===== src/rtl/mmix_pkg.sv =====
// ----------------------------------------------------------------------------
// mmix_pkg
// Shared types, constants and the control program of the motor mixer.
// ----------------------------------------------------------------------------
package mmix_pkg;

   localparam int NUM_MOTORS_DEF = 6;
   localparam int NUM_AXES       = 4;
   localparam int FRAC_BITS      = 14;

   localparam int PULSE_W  = 12;
   localparam int VALUE_W  = 16;
   localparam int OPCODE_W = 3;
   localparam int ROW_W    = 3;
   localparam int AXIS_W   = 2;
   localparam int MIDX_W   = 3;
   localparam int CSR_IDX_W = 2;

   // A sum of four 16x16 products, the scaled level and the lifted level.
   localparam int ACC_W  = 34;
   localparam int PROD_W = ACC_W + VALUE_W;
   localparam int LVL_W  = 48;

   localparam logic [PULSE_W-1:0] IDLE_PULSE_RST      = 12'd1000;
   localparam logic [PULSE_W-1:0] ARMED_MIN_PULSE_RST = 12'd1100;
   localparam logic [PULSE_W-1:0] MAX_PULSE_RST       = 12'd2000;

   typedef enum logic [OPCODE_W-1:0] {
      OP_ROLL      = 3'd0,
      OP_PITCH_MIX = 3'd1,
      OP_YAW       = 3'd2,
      OP_THRUST    = 3'd3,
      OP_ARM       = 3'd4,
      OP_LOAD_COEF = 3'd5
   } opcode_type;

   typedef enum logic [CSR_IDX_W-1:0] {
      CSR_IDLE_PULSE      = 2'd0,
      CSR_ARMED_MIN_PULSE = 2'd1,
      CSR_MAX_PULSE       = 2'd2
   } csr_index_type;

   localparam logic [AXIS_W-1:0] AXIS_ROLL   = 2'd0;
   localparam logic [AXIS_W-1:0] AXIS_PITCH  = 2'd1;
   localparam logic [AXIS_W-1:0] AXIS_YAW    = 2'd2;
   localparam logic [AXIS_W-1:0] AXIS_THRUST = 2'd3;

   // Control word fields.
   typedef enum logic [1:0] {
      MUL_NONE = 2'd0,
      MUL_COEF = 2'd1,
      MUL_SPAN = 2'd2
   } mul_sel_type;

   typedef enum logic [1:0] {
      ACC_HOLD = 2'd0,
      ACC_LOAD = 2'd1,
      ACC_ADD  = 2'd2
   } acc_op_type;

   typedef enum logic [1:0] {
      JMP_NEXT       = 2'd0,
      JMP_MLOOP      = 2'd1,
      JMP_MLOOP_END  = 2'd2,
      JMP_STOP       = 2'd3
   } jmp_type;

   localparam int STEP_W = 4;
   localparam logic [STEP_W-1:0] STEP_MAC   = 4'd0;
   localparam logic [STEP_W-1:0] STEP_EMIT  = 4'd8;

   typedef struct packed {
      mul_sel_type        mul;
      logic [AXIS_W-1:0]  axis;
      acc_op_type         acc;
      logic               lvl_wr;
      logic               lift_calc;
      logic               emit;
      logic               mot_step;
      jmp_type            jmp;
      logic [STEP_W-1:0]  target;
   } uword_type;

   localparam uword_type UW_NOP = '{
      mul: MUL_NONE, axis: AXIS_ROLL, acc: ACC_HOLD, lvl_wr: 1'b0, lift_calc: 1'b0,
      emit: 1'b0, mot_step: 1'b0, jmp: JMP_STOP, target: STEP_MAC
   };

   // Sequencer to datapath.
   typedef struct packed {
      uword_type          uw;
      logic [MIDX_W-1:0]  mot;
      logic               mot_first;
      logic               mot_last;
   } ctrl_type;

   // Top level to datapath: item decode.
   typedef struct packed {
      logic                      wr_demand;
      logic [AXIS_W-1:0]         demand_axis;
      logic                      wr_arm;
      logic                      wr_coef;
      logic [ROW_W-1:0]          coef_row;
      logic [AXIS_W-1:0]         coef_col;
      logic signed [VALUE_W-1:0] value;
   } cmd_type;

   typedef struct packed {
      logic [PULSE_W-1:0] idle_pulse;
      logic [PULSE_W-1:0] armed_min_pulse;
      logic [PULSE_W-1:0] max_pulse;
   } csr_type;

   typedef struct packed {
      logic               strobe;
      logic [MIDX_W-1:0]  motor_index;
      logic [PULSE_W-1:0] motor_command;
      logic               is_armed;
      logic               last_motor;
   } rsp_type;

   // Control program. Steps 0..6 run once per motor: four multiply-accumulates,
   // one scaling multiply and the level write. Step 7 forms the lift, step 8
   // emits one motor per pass.
   function automatic uword_type ucode_rom(input logic [STEP_W-1:0] step);
      uword_type uw;
      uw = UW_NOP;
      uw.jmp = JMP_NEXT;
      case (step)
         4'd0: begin
            uw.mul = MUL_COEF; uw.axis = AXIS_ROLL;
         end
         4'd1: begin
            uw.mul = MUL_COEF; uw.axis = AXIS_PITCH; uw.acc = ACC_LOAD;
         end
         4'd2: begin
            uw.mul = MUL_COEF; uw.axis = AXIS_YAW; uw.acc = ACC_ADD;
         end
         4'd3: begin
            uw.mul = MUL_COEF; uw.axis = AXIS_THRUST; uw.acc = ACC_ADD;
         end
         4'd4: begin
            uw.acc = ACC_ADD;
         end
         4'd5: begin
            uw.mul = MUL_SPAN;
         end
         4'd6: begin
            uw.lvl_wr = 1'b1; uw.mot_step = 1'b1; uw.jmp = JMP_MLOOP; uw.target = STEP_MAC;
         end
         4'd7: begin
            uw.lift_calc = 1'b1;
         end
         4'd8: begin
            uw.emit = 1'b1; uw.mot_step = 1'b1; uw.jmp = JMP_MLOOP_END;
            uw.target = STEP_EMIT;
         end
         default: begin
            uw = UW_NOP;
         end
      endcase
      return uw;
   endfunction

endpackage


===== src/rtl/mmix_ucode_seq.sv =====
// ----------------------------------------------------------------------------
// mmix_ucode_seq
// Step counter, control store and motor loop counter of the mixer.
// ----------------------------------------------------------------------------
module mmix_ucode_seq #(
   parameter int NUM_MOTORS = mmix_pkg::NUM_MOTORS_DEF
) (
   input  logic               clock,
   input  logic               reset,
   input  logic               start_mix,
   output logic               busy,
   output mmix_pkg::ctrl_type ctrl
);
   import mmix_pkg::*;

   localparam int MOT_W = $clog2(NUM_MOTORS);

   logic              run_ff, run_in;
   logic [STEP_W-1:0] step_ff, step_in;
   logic [MOT_W-1:0]  mot_ff, mot_in;
   uword_type         uw;
   logic              mot_last;

   assign uw       = ucode_rom(step_ff);
   assign mot_last = (mot_ff == MOT_W'(NUM_MOTORS - 1));

   always_comb begin
      run_in  = run_ff;
      step_in = step_ff;
      mot_in  = mot_ff;
      if (start_mix) begin
         run_in  = 1'b1;
         step_in = STEP_MAC;
         mot_in  = '0;
      end else if (run_ff) begin
         if (uw.mot_step) begin
            mot_in = mot_last ? '0 : mot_ff + MOT_W'(1);
         end
         case (uw.jmp)
            JMP_NEXT: begin
               step_in = step_ff + STEP_W'(1);
            end
            JMP_MLOOP: begin
               step_in = mot_last ? step_ff + STEP_W'(1) : uw.target;
            end
            JMP_MLOOP_END: begin
               if (mot_last) begin
                  run_in = 1'b0;
               end else begin
                  step_in = uw.target;
               end
            end
            default: begin
               run_in = 1'b0;
            end
         endcase
      end
   end

   always_ff @(posedge clock) begin
      if (reset) begin
         run_ff  <= 1'b0;
         step_ff <= STEP_MAC;
         mot_ff  <= '0;
      end else begin
         run_ff  <= run_in;
         step_ff <= step_in;
         mot_ff  <= mot_in;
      end
   end

   assign busy           = run_ff;
   assign ctrl.uw        = run_ff ? uw : UW_NOP;
   assign ctrl.mot       = MIDX_W'(mot_ff);
   assign ctrl.mot_first = (mot_ff == '0);
   assign ctrl.mot_last  = mot_last;

endmodule


===== src/rtl/mmix_datapath.sv =====
// ----------------------------------------------------------------------------
// mmix_datapath
// Demand and coefficient stores, shared multiplier, accumulator, level store,
// minimum tracking, lift and clamp, and the result register.
// ----------------------------------------------------------------------------
module mmix_datapath #(
   parameter int NUM_MOTORS = mmix_pkg::NUM_MOTORS_DEF
) (
   input  logic               clock,
   input  logic               reset,
   input  mmix_pkg::cmd_type  cmd,
   input  mmix_pkg::csr_type  csr,
   input  mmix_pkg::ctrl_type ctrl,
   output mmix_pkg::rsp_type  rsp
);
   import mmix_pkg::*;

   localparam int MOT_W = $clog2(NUM_MOTORS);

   logic signed [VALUE_W-1:0] demand_ff [NUM_AXES];
   logic signed [VALUE_W-1:0] mix_ff [NUM_MOTORS][NUM_AXES];
   logic                      armed_ff;

   logic signed [PROD_W-1:0]  prod_ff, prod_in;
   logic signed [ACC_W-1:0]   acc_ff;
   logic signed [LVL_W-1:0]   level_ff [NUM_MOTORS];
   logic signed [LVL_W-1:0]   min_ff;
   logic signed [LVL_W-1:0]   lift_ff;
   rsp_type                   rsp_ff;

   logic [MOT_W-1:0]          mot_idx;
   logic [MOT_W-1:0]          load_row;
   logic signed [ACC_W-1:0]   mul_a;
   logic signed [VALUE_W-1:0] mul_b;
   logic signed [PULSE_W:0]   span;
   logic signed [LVL_W-1:0]   lo_fix, hi_fix, new_level, out_level;
   logic [PULSE_W-1:0]        clamp_cmd;

   assign mot_idx  = ctrl.mot[MOT_W-1:0];
   assign load_row = cmd.coef_row[MOT_W-1:0];

   // Span may be negative when the armed range is inverted.
   assign span   = $signed({1'b0, csr.max_pulse}) - $signed({1'b0, csr.armed_min_pulse});
   assign lo_fix = $signed(LVL_W'(csr.armed_min_pulse)) <<< (2 * FRAC_BITS);
   assign hi_fix = $signed(LVL_W'(csr.max_pulse)) <<< (2 * FRAC_BITS);

   always_comb begin
      case (ctrl.uw.mul)
         MUL_COEF: begin
            mul_a = ACC_W'(mix_ff[mot_idx][ctrl.uw.axis]);
            mul_b = demand_ff[ctrl.uw.axis];
         end
         MUL_SPAN: begin
            mul_a = acc_ff;
            mul_b = VALUE_W'(span);
         end
         default: begin
            mul_a = '0;
            mul_b = '0;
         end
      endcase
   end

   assign prod_in   = PROD_W'(mul_a) * PROD_W'(mul_b);
   assign new_level = LVL_W'(prod_ff) + lo_fix;
   assign out_level = level_ff[mot_idx] + lift_ff;

   always_comb begin
      if (out_level > hi_fix) begin
         clamp_cmd = csr.max_pulse;
      end else if (out_level < lo_fix) begin
         clamp_cmd = csr.armed_min_pulse;
      end else begin
         clamp_cmd = out_level[2 * FRAC_BITS +: PULSE_W];
      end
   end

   // Demand, arm and coefficient stores, written by the items.
   always_ff @(posedge clock) begin
      if (reset) begin
         armed_ff <= 1'b0;
         for (int a = 0; a < NUM_AXES; a++) begin
            demand_ff[a] <= '0;
         end
         for (int m = 0; m < NUM_MOTORS; m++) begin
            for (int a = 0; a < NUM_AXES; a++) begin
               mix_ff[m][a] <= '0;
            end
         end
      end else begin
         if (cmd.wr_demand) begin
            demand_ff[cmd.demand_axis] <= cmd.value;
         end
         if (cmd.wr_arm) begin
            armed_ff <= (cmd.value != '0);
         end
         if (cmd.wr_coef) begin
            mix_ff[load_row][cmd.coef_col] <= cmd.value;
         end
      end
   end

   // Arithmetic pipeline, driven by the control word.
   always_ff @(posedge clock) begin
      prod_ff <= prod_in;
      case (ctrl.uw.acc)
         ACC_LOAD: acc_ff <= ACC_W'(prod_ff);
         ACC_ADD:  acc_ff <= acc_ff + ACC_W'(prod_ff);
         default:  acc_ff <= acc_ff;
      endcase
      if (ctrl.uw.lvl_wr) begin
         level_ff[mot_idx] <= new_level;
         if (ctrl.mot_first || (new_level < min_ff)) begin
            min_ff <= new_level;
         end
      end
      if (ctrl.uw.lift_calc) begin
         lift_ff <= (min_ff < lo_fix) ? lo_fix - min_ff : '0;
      end
   end

   always_ff @(posedge clock) begin
      if (reset) begin
         rsp_ff.strobe <= 1'b0;
      end else begin
         rsp_ff.strobe <= ctrl.uw.emit;
      end
      if (ctrl.uw.emit) begin
         rsp_ff.motor_index   <= ctrl.mot;
         rsp_ff.motor_command <= armed_ff ? clamp_cmd : csr.idle_pulse;
         rsp_ff.is_armed      <= armed_ff;
         rsp_ff.last_motor    <= ctrl.mot_last;
      end
   end

   assign rsp = rsp_ff;

endmodule


===== src/rtl/multirotor_motor_mixer.sv =====
// ----------------------------------------------------------------------------
// multirotor_motor_mixer
// Fixed-point motor mixer: stores axis demands and mixing coefficients and,
// on a pitch item, produces one pulse command per motor (clamped when armed).
// ----------------------------------------------------------------------------
// Usage:
//   An item is taken at a clock edge with start high and busy low. Roll, yaw,
//   thrust, arm and coefficient-load items finish in that edge, emit nothing
//   and leave busy low, so another item can follow in the next cycle.
//   A pitch item stores pitch and starts the mix; busy is high while it runs.
//   Each motor takes seven steps of the sequencer on the one shared multiplier
//   (four multiply-accumulates, one scaling multiply, one level write), then
//   one step forms the lift and one step per motor emits a result.
//   Results come one beat per cycle on the rsp_ ports, marked by rsp_strobe,
//   motor 0 first; rsp_last_motor marks the final beat, which shows in the cycle
//   in which busy has just dropped. The receiver cannot stall the result beats.
//   The user must write registers through the csr_ port only while busy is low;
//   the block does not enforce it. Synchronous reset clears demands, the arm
//   flag and all coefficients and loads the register reset values.
// ----------------------------------------------------------------------------
module multirotor_motor_mixer #(
   parameter int NUM_MOTORS = mmix_pkg::NUM_MOTORS_DEF
) (
   input  logic                                   clock,
   input  logic                                   reset,
   input  logic                                   start,
   output logic                                   busy,
   input  logic [mmix_pkg::OPCODE_W-1:0]          req_opcode,
   input  logic signed [mmix_pkg::VALUE_W-1:0]    req_value,
   input  logic [mmix_pkg::ROW_W-1:0]             req_coef_row,
   input  logic [mmix_pkg::AXIS_W-1:0]            req_coef_col,
   output logic                                   rsp_strobe,
   output logic [mmix_pkg::MIDX_W-1:0]            rsp_motor_index,
   output logic [mmix_pkg::PULSE_W-1:0]           rsp_motor_command,
   output logic                                   rsp_is_armed,
   output logic                                   rsp_last_motor,
   input  logic                                   csr_write_enable,
   input  logic [mmix_pkg::CSR_IDX_W-1:0]         csr_index,
   input  logic [mmix_pkg::PULSE_W-1:0]           csr_write_data
);
   import mmix_pkg::*;

   csr_type  csr_ff;
   cmd_type  cmd;
   ctrl_type ctrl;
   rsp_type  rsp;
   logic     accept;
   logic     start_mix;

   always_ff @(posedge clock) begin
      if (reset) begin
         csr_ff.idle_pulse      <= IDLE_PULSE_RST;
         csr_ff.armed_min_pulse <= ARMED_MIN_PULSE_RST;
         csr_ff.max_pulse       <= MAX_PULSE_RST;
      end else if (csr_write_enable) begin
         case (csr_index_type'(csr_index))
            CSR_IDLE_PULSE:      csr_ff.idle_pulse      <= csr_write_data;
            CSR_ARMED_MIN_PULSE: csr_ff.armed_min_pulse <= csr_write_data;
            CSR_MAX_PULSE:       csr_ff.max_pulse       <= csr_write_data;
            default: begin
            end
         endcase
      end
   end

   assign accept = start && !busy;

   always_comb begin
      cmd.wr_demand   = 1'b0;
      cmd.demand_axis = AXIS_ROLL;
      cmd.wr_arm      = 1'b0;
      cmd.wr_coef     = 1'b0;
      cmd.coef_row    = req_coef_row;
      cmd.coef_col    = req_coef_col;
      cmd.value       = req_value;
      start_mix       = 1'b0;
      if (accept) begin
         case (opcode_type'(req_opcode))
            OP_ROLL: begin
               cmd.wr_demand = 1'b1; cmd.demand_axis = AXIS_ROLL;
            end
            OP_PITCH_MIX: begin
               cmd.wr_demand = 1'b1; cmd.demand_axis = AXIS_PITCH; start_mix = 1'b1;
            end
            OP_YAW: begin
               cmd.wr_demand = 1'b1; cmd.demand_axis = AXIS_YAW;
            end
            OP_THRUST: begin
               cmd.wr_demand = 1'b1; cmd.demand_axis = AXIS_THRUST;
            end
            OP_ARM: begin
               cmd.wr_arm = 1'b1;
            end
            OP_LOAD_COEF: begin
               // Rows beyond the last motor are dropped.
               cmd.wr_coef = (32'(req_coef_row) < NUM_MOTORS);
            end
            default: begin
            end
         endcase
      end
   end

   mmix_ucode_seq #(
      .NUM_MOTORS (NUM_MOTORS)
   ) u_seq (
      .clock     (clock),
      .reset     (reset),
      .start_mix (start_mix),
      .busy      (busy),
      .ctrl      (ctrl)
   );

   mmix_datapath #(
      .NUM_MOTORS (NUM_MOTORS)
   ) u_dp (
      .clock (clock),
      .reset (reset),
      .cmd   (cmd),
      .csr   (csr_ff),
      .ctrl  (ctrl),
      .rsp   (rsp)
   );

   assign rsp_strobe        = rsp.strobe;
   assign rsp_motor_index   = rsp.motor_index;
   assign rsp_motor_command = rsp.motor_command;
   assign rsp_is_armed      = rsp.is_armed;
   assign rsp_last_motor    = rsp.last_motor;

`ifndef SYNTHESIS
   a_strobe_follows_busy: assert property (@(posedge clock) disable iff (reset)
      (rsp_strobe && !$past(reset)) |-> $past(busy))
      else $error("result beat without a running mix");

   a_mix_sets_busy: assert property (@(posedge clock) disable iff (reset)
      (start && !busy && req_opcode == OP_PITCH_MIX) |=> busy)
      else $error("pitch item did not start the mix");

   a_last_index: assert property (@(posedge clock) disable iff (reset)
      (rsp_strobe && rsp_last_motor) |-> (rsp_motor_index == MIDX_W'(NUM_MOTORS - 1)))
      else $error("last beat on the wrong motor");

   a_end_with_last: assert property (@(posedge clock) disable iff (reset)
      ($fell(busy) && !$past(reset)) |-> (rsp_strobe && rsp_last_motor))
      else $error("mix ended without its last beat");
`endif

endmodule

===== config.mk =====
export PLATFORM = sky130hd
export DESIGN_NAME = multirotor_motor_mixer
export DESIGN_NICKNAME = d
export VERILOG_FILES = /design/src/rtl/mmix_pkg.sv /design/src/rtl/mmix_ucode_seq.sv /design/src/rtl/mmix_datapath.sv /design/src/rtl/multirotor_motor_mixer.sv
export SDC_FILE = /design/constraint.sdc
export NUM_CORES = 2
export LEC_CHECK = 0
export BUFFER_PORTS_ARGS = -buffer_cell sky130_fd_sc_hd__buf_4
export CORE_UTILIZATION = 40
export CTS_CLUSTER_DIAMETER = 30
export DETAILED_ROUTE_END_ITERATION = 10
export PLACE_DENSITY = 0.61
export SYNTH_ARGS = -nofsm -noshare
export SYNTH_HDL_FRONTEND = slang
export SYNTH_HIERARCHICAL = 1
export SYNTH_SLANG_ARGS = --single-unit

===== constraint.sdc =====
create_clock -name clock -period 9.8 [get_ports clock]
set_input_delay 1.96 -clock clock [delete_from_list [all_inputs] [get_ports clock]]
set_output_delay 1.96 -clock clock [all_outputs]
set_load 0.05 [all_outputs]

==> results_dict.tcl <==
set metrics [dict create \
    grt_pass1_vias 50980 \
    leakage_uw 0.03452 \
    routedWlPerCell_um 23.16 \
    fin_area_um2 84940 \
    die_h_um 428.8 \
    finalWorstSetupSlack_ns 0.3651 \
    grt_pass1_wl_um 319300 \
    crit_required_ns 10.47 \
    fill_cells 16170 \
    root_buffer "clkbuf_16" \
    worst_ep_arrival_time_ns 10.10 \
    crit_path_frequent_cell "fa_1" \
    peakVddDrop_mv 0.1476 \
    period_share_pct 96.27 \
    relSlewSlack_pct 21.27 \
    clock.fmax_ghz 0.1060 \
    worstSetupStartpointType "register" \
    syn_inst 6344 \
    cts.sinks 1105 \
    power.total_uw 13150 \
    place_hpwl_um 151100 \
    hold_path.class "reg -> reg" \
    p_per_area_nw_per_um2 154.9 \
    worst_slew_pin_slew_ns 1.177 \
    critPathMaxFanout 46 \
    antenna_left 0 \
    drv_slew 0 \
    row_count 156 \
    pin_count 61 \
    drtIter0Drc 4307 \
    period_needed_ns 9.435 \
    gp_congestion 0.9650 \
    h-tree-depth 4 \
    ctsLongestPathBuffers 3 \
    critPathMaxStageDelay_ns 0.56 \
    status "complete, no violations" \
    critical_path_class "reg -> reg" \
    end_kind "register" \
    antenna_found_initial 3 \
    die_area_um2 183900 \
    synth_area_per_cell_um2 11.49 \
    num_vias 49780 \
    drive_above_1_share_pct 14.93 \
    nNetsFinal 7426 \
    maxCapViolCount 0 \
    start_util_pct 40.27 \
    dp_slack_ns 0.3185 \
    overflow 0 \
    clock_latency_ns 0.84 \
    drc 0 \
    skew_ns 0.05745 \
    timing_hold_violations_final 0 \
    post_drt_via_cell_ratio 5.460 \
    port_buffers 60 \
    synth_fp_nets 7214 \
    slowest_stage "dfxtp_4" \
    grt_use_total_pct 22.86 \
    wl_um 211100 \
    cts_tree "built" \
    coreArea_um2 180900 \
    drt_first_pass_iters 6 \
    syn_area_um2 72860 \
    grt_max_degree 103 \
    dieWidth_um 428.8 \
    placed_area_um2 77240 \
    setup_violations 0 \
    ys_warn_count 6 \
    cts_buffers 211 \
    path_clk_slew_ns 0.05 \
    area_delta_synth_final_pct 16.57 \
]
==> per-layer routing <==
layer	share of wire [%]	wire, um	track usage (%)	vias to the layer above
met1	42	88380	30.29	25250
met4	3.3	6946	8.297	2
li1	-	-	-	22390
met2	48	102100	38.08	1825
met3	6.5	13660	3.318	319
met5	0.0052	11	0	-
==> state kept, by name (all words and copies together), names as in the netlist <==
register,cells
u_dp/prod_ff,48
u_dp/mix_ff,512
u_seq/step_ff,4
u_dp/lift_ff,48
csr_ff,36
u_seq/busy,1
u_dp/level_ff,288
u_seq/mot_ff,3
u_dp/acc_ff,34
u_dp/demand_ff,64
u_dp/min_ff,48
u_dp/armed_ff,1
u_dp/rsp,18
==> cell type report <==
cell class	instances	area [um^2]	share of cell area, %
Multi-Input combinational cell	4198	36810	43.34
Tap cell	2370	2965	3.491
Inverter	726	2729	3.213
Antenna cell	4	10.01	0.01178
Clock buffer	241	5592	6.583
Sequential cell	1105	32250	37.97
Timing Repair Buffer	314	2589	3.048
Clock inverter	159	1988	2.341
==> path summary, 6_finish.rpt <==
| path | from | endpoint | slack, ns | cells after the start |
|---|---|---|---|---|
| hold reg to reg | csr_ff[26] | csr_ff[26] | 0.48 | 2 |
| hold / removal | csr_ff[26] | csr_ff[26] | 0.48 | 2 |
| setup / recovery | u_seq/mot_ff[0] | u_dp/prod_ff[44] | 0.37 | 32 |
| setup reg to reg | u_seq/mot_ff[0] | u_dp/prod_ff[44] | 0.37 | 32 |
==> power breakdown <==
group	internal, uW	switching (uW)	total, uW	leakage, uW
Sequential	5210	30.7	5240	0.0105
Clock	4900	2630	7520	0.00367
Combinational	124	264	388	0.0203
Total	10200	2920	13200	0.0345
==> critical path: cells and delay by family (launching register included) <==
family / cells / cell delay, ns
AOI/OAI and AO/OA: 12 / 3.09
xor gates and xnor gates: 1 / 0.16
adders and majority gates: 7 / 3.28
buffers and inverters: 7 / 0.90
DFF: 1 / 0.56
muxes: 2 / 0.92
and+or+nand+nor: 3 / 0.31
==> cells in the final DEF, fill, tap and decap left out, types with 48 or more instances in the layout <==
| master | count |
|---|---|
| nor2_1 | 501 |
| nand2b_1 | 121 |
| fa_1 | 504 |
| mux2_2 | 94 |
| nor3_1 | 74 |
| dfxtp_1 | 91 |
| nor2b_1 | 83 |
| buf_4 | 295 |
| clkbuf_16 | 218 |
| nand3_1 | 48 |
| o21ai_0 | 113 |
| nand4_1 | 49 |
| and2_1 | 503 |
| nand2_1 | 419 |
| edfxtp_1 | 1011 |
| a22oi_1 | 63 |
| inv_1 | 722 |
| a21o_1 | 119 |
| ha_1 | 322 |
| a21oi_1 | 268 |
| mux4_2 | 123 |
| xnor2_1 | 130 |
| mux2i_1 | 122 |
==> metrics by stage <==
step	hold slack, ns	cells	util [%]	TNS (ns)
global route	0.5075	9113	46.94	-0.01100
finish	0.4800	9117	46.94	0
CTS	0.4814	9107	46.88	0
global placement	0.4633	8707	42.69	0
floorplan	0.4487	6344	-	0
detailed placement	0.4707	8707	42.69	0
==> timing repair <==
item,4_1_cts,5_1_grt
endpoints found under the setup margin,0,17
buffers inserted,0,6
resized for setup,0,16
hold buffers,0,0
No activity file was read; power rests on OpenSTA's default activity.
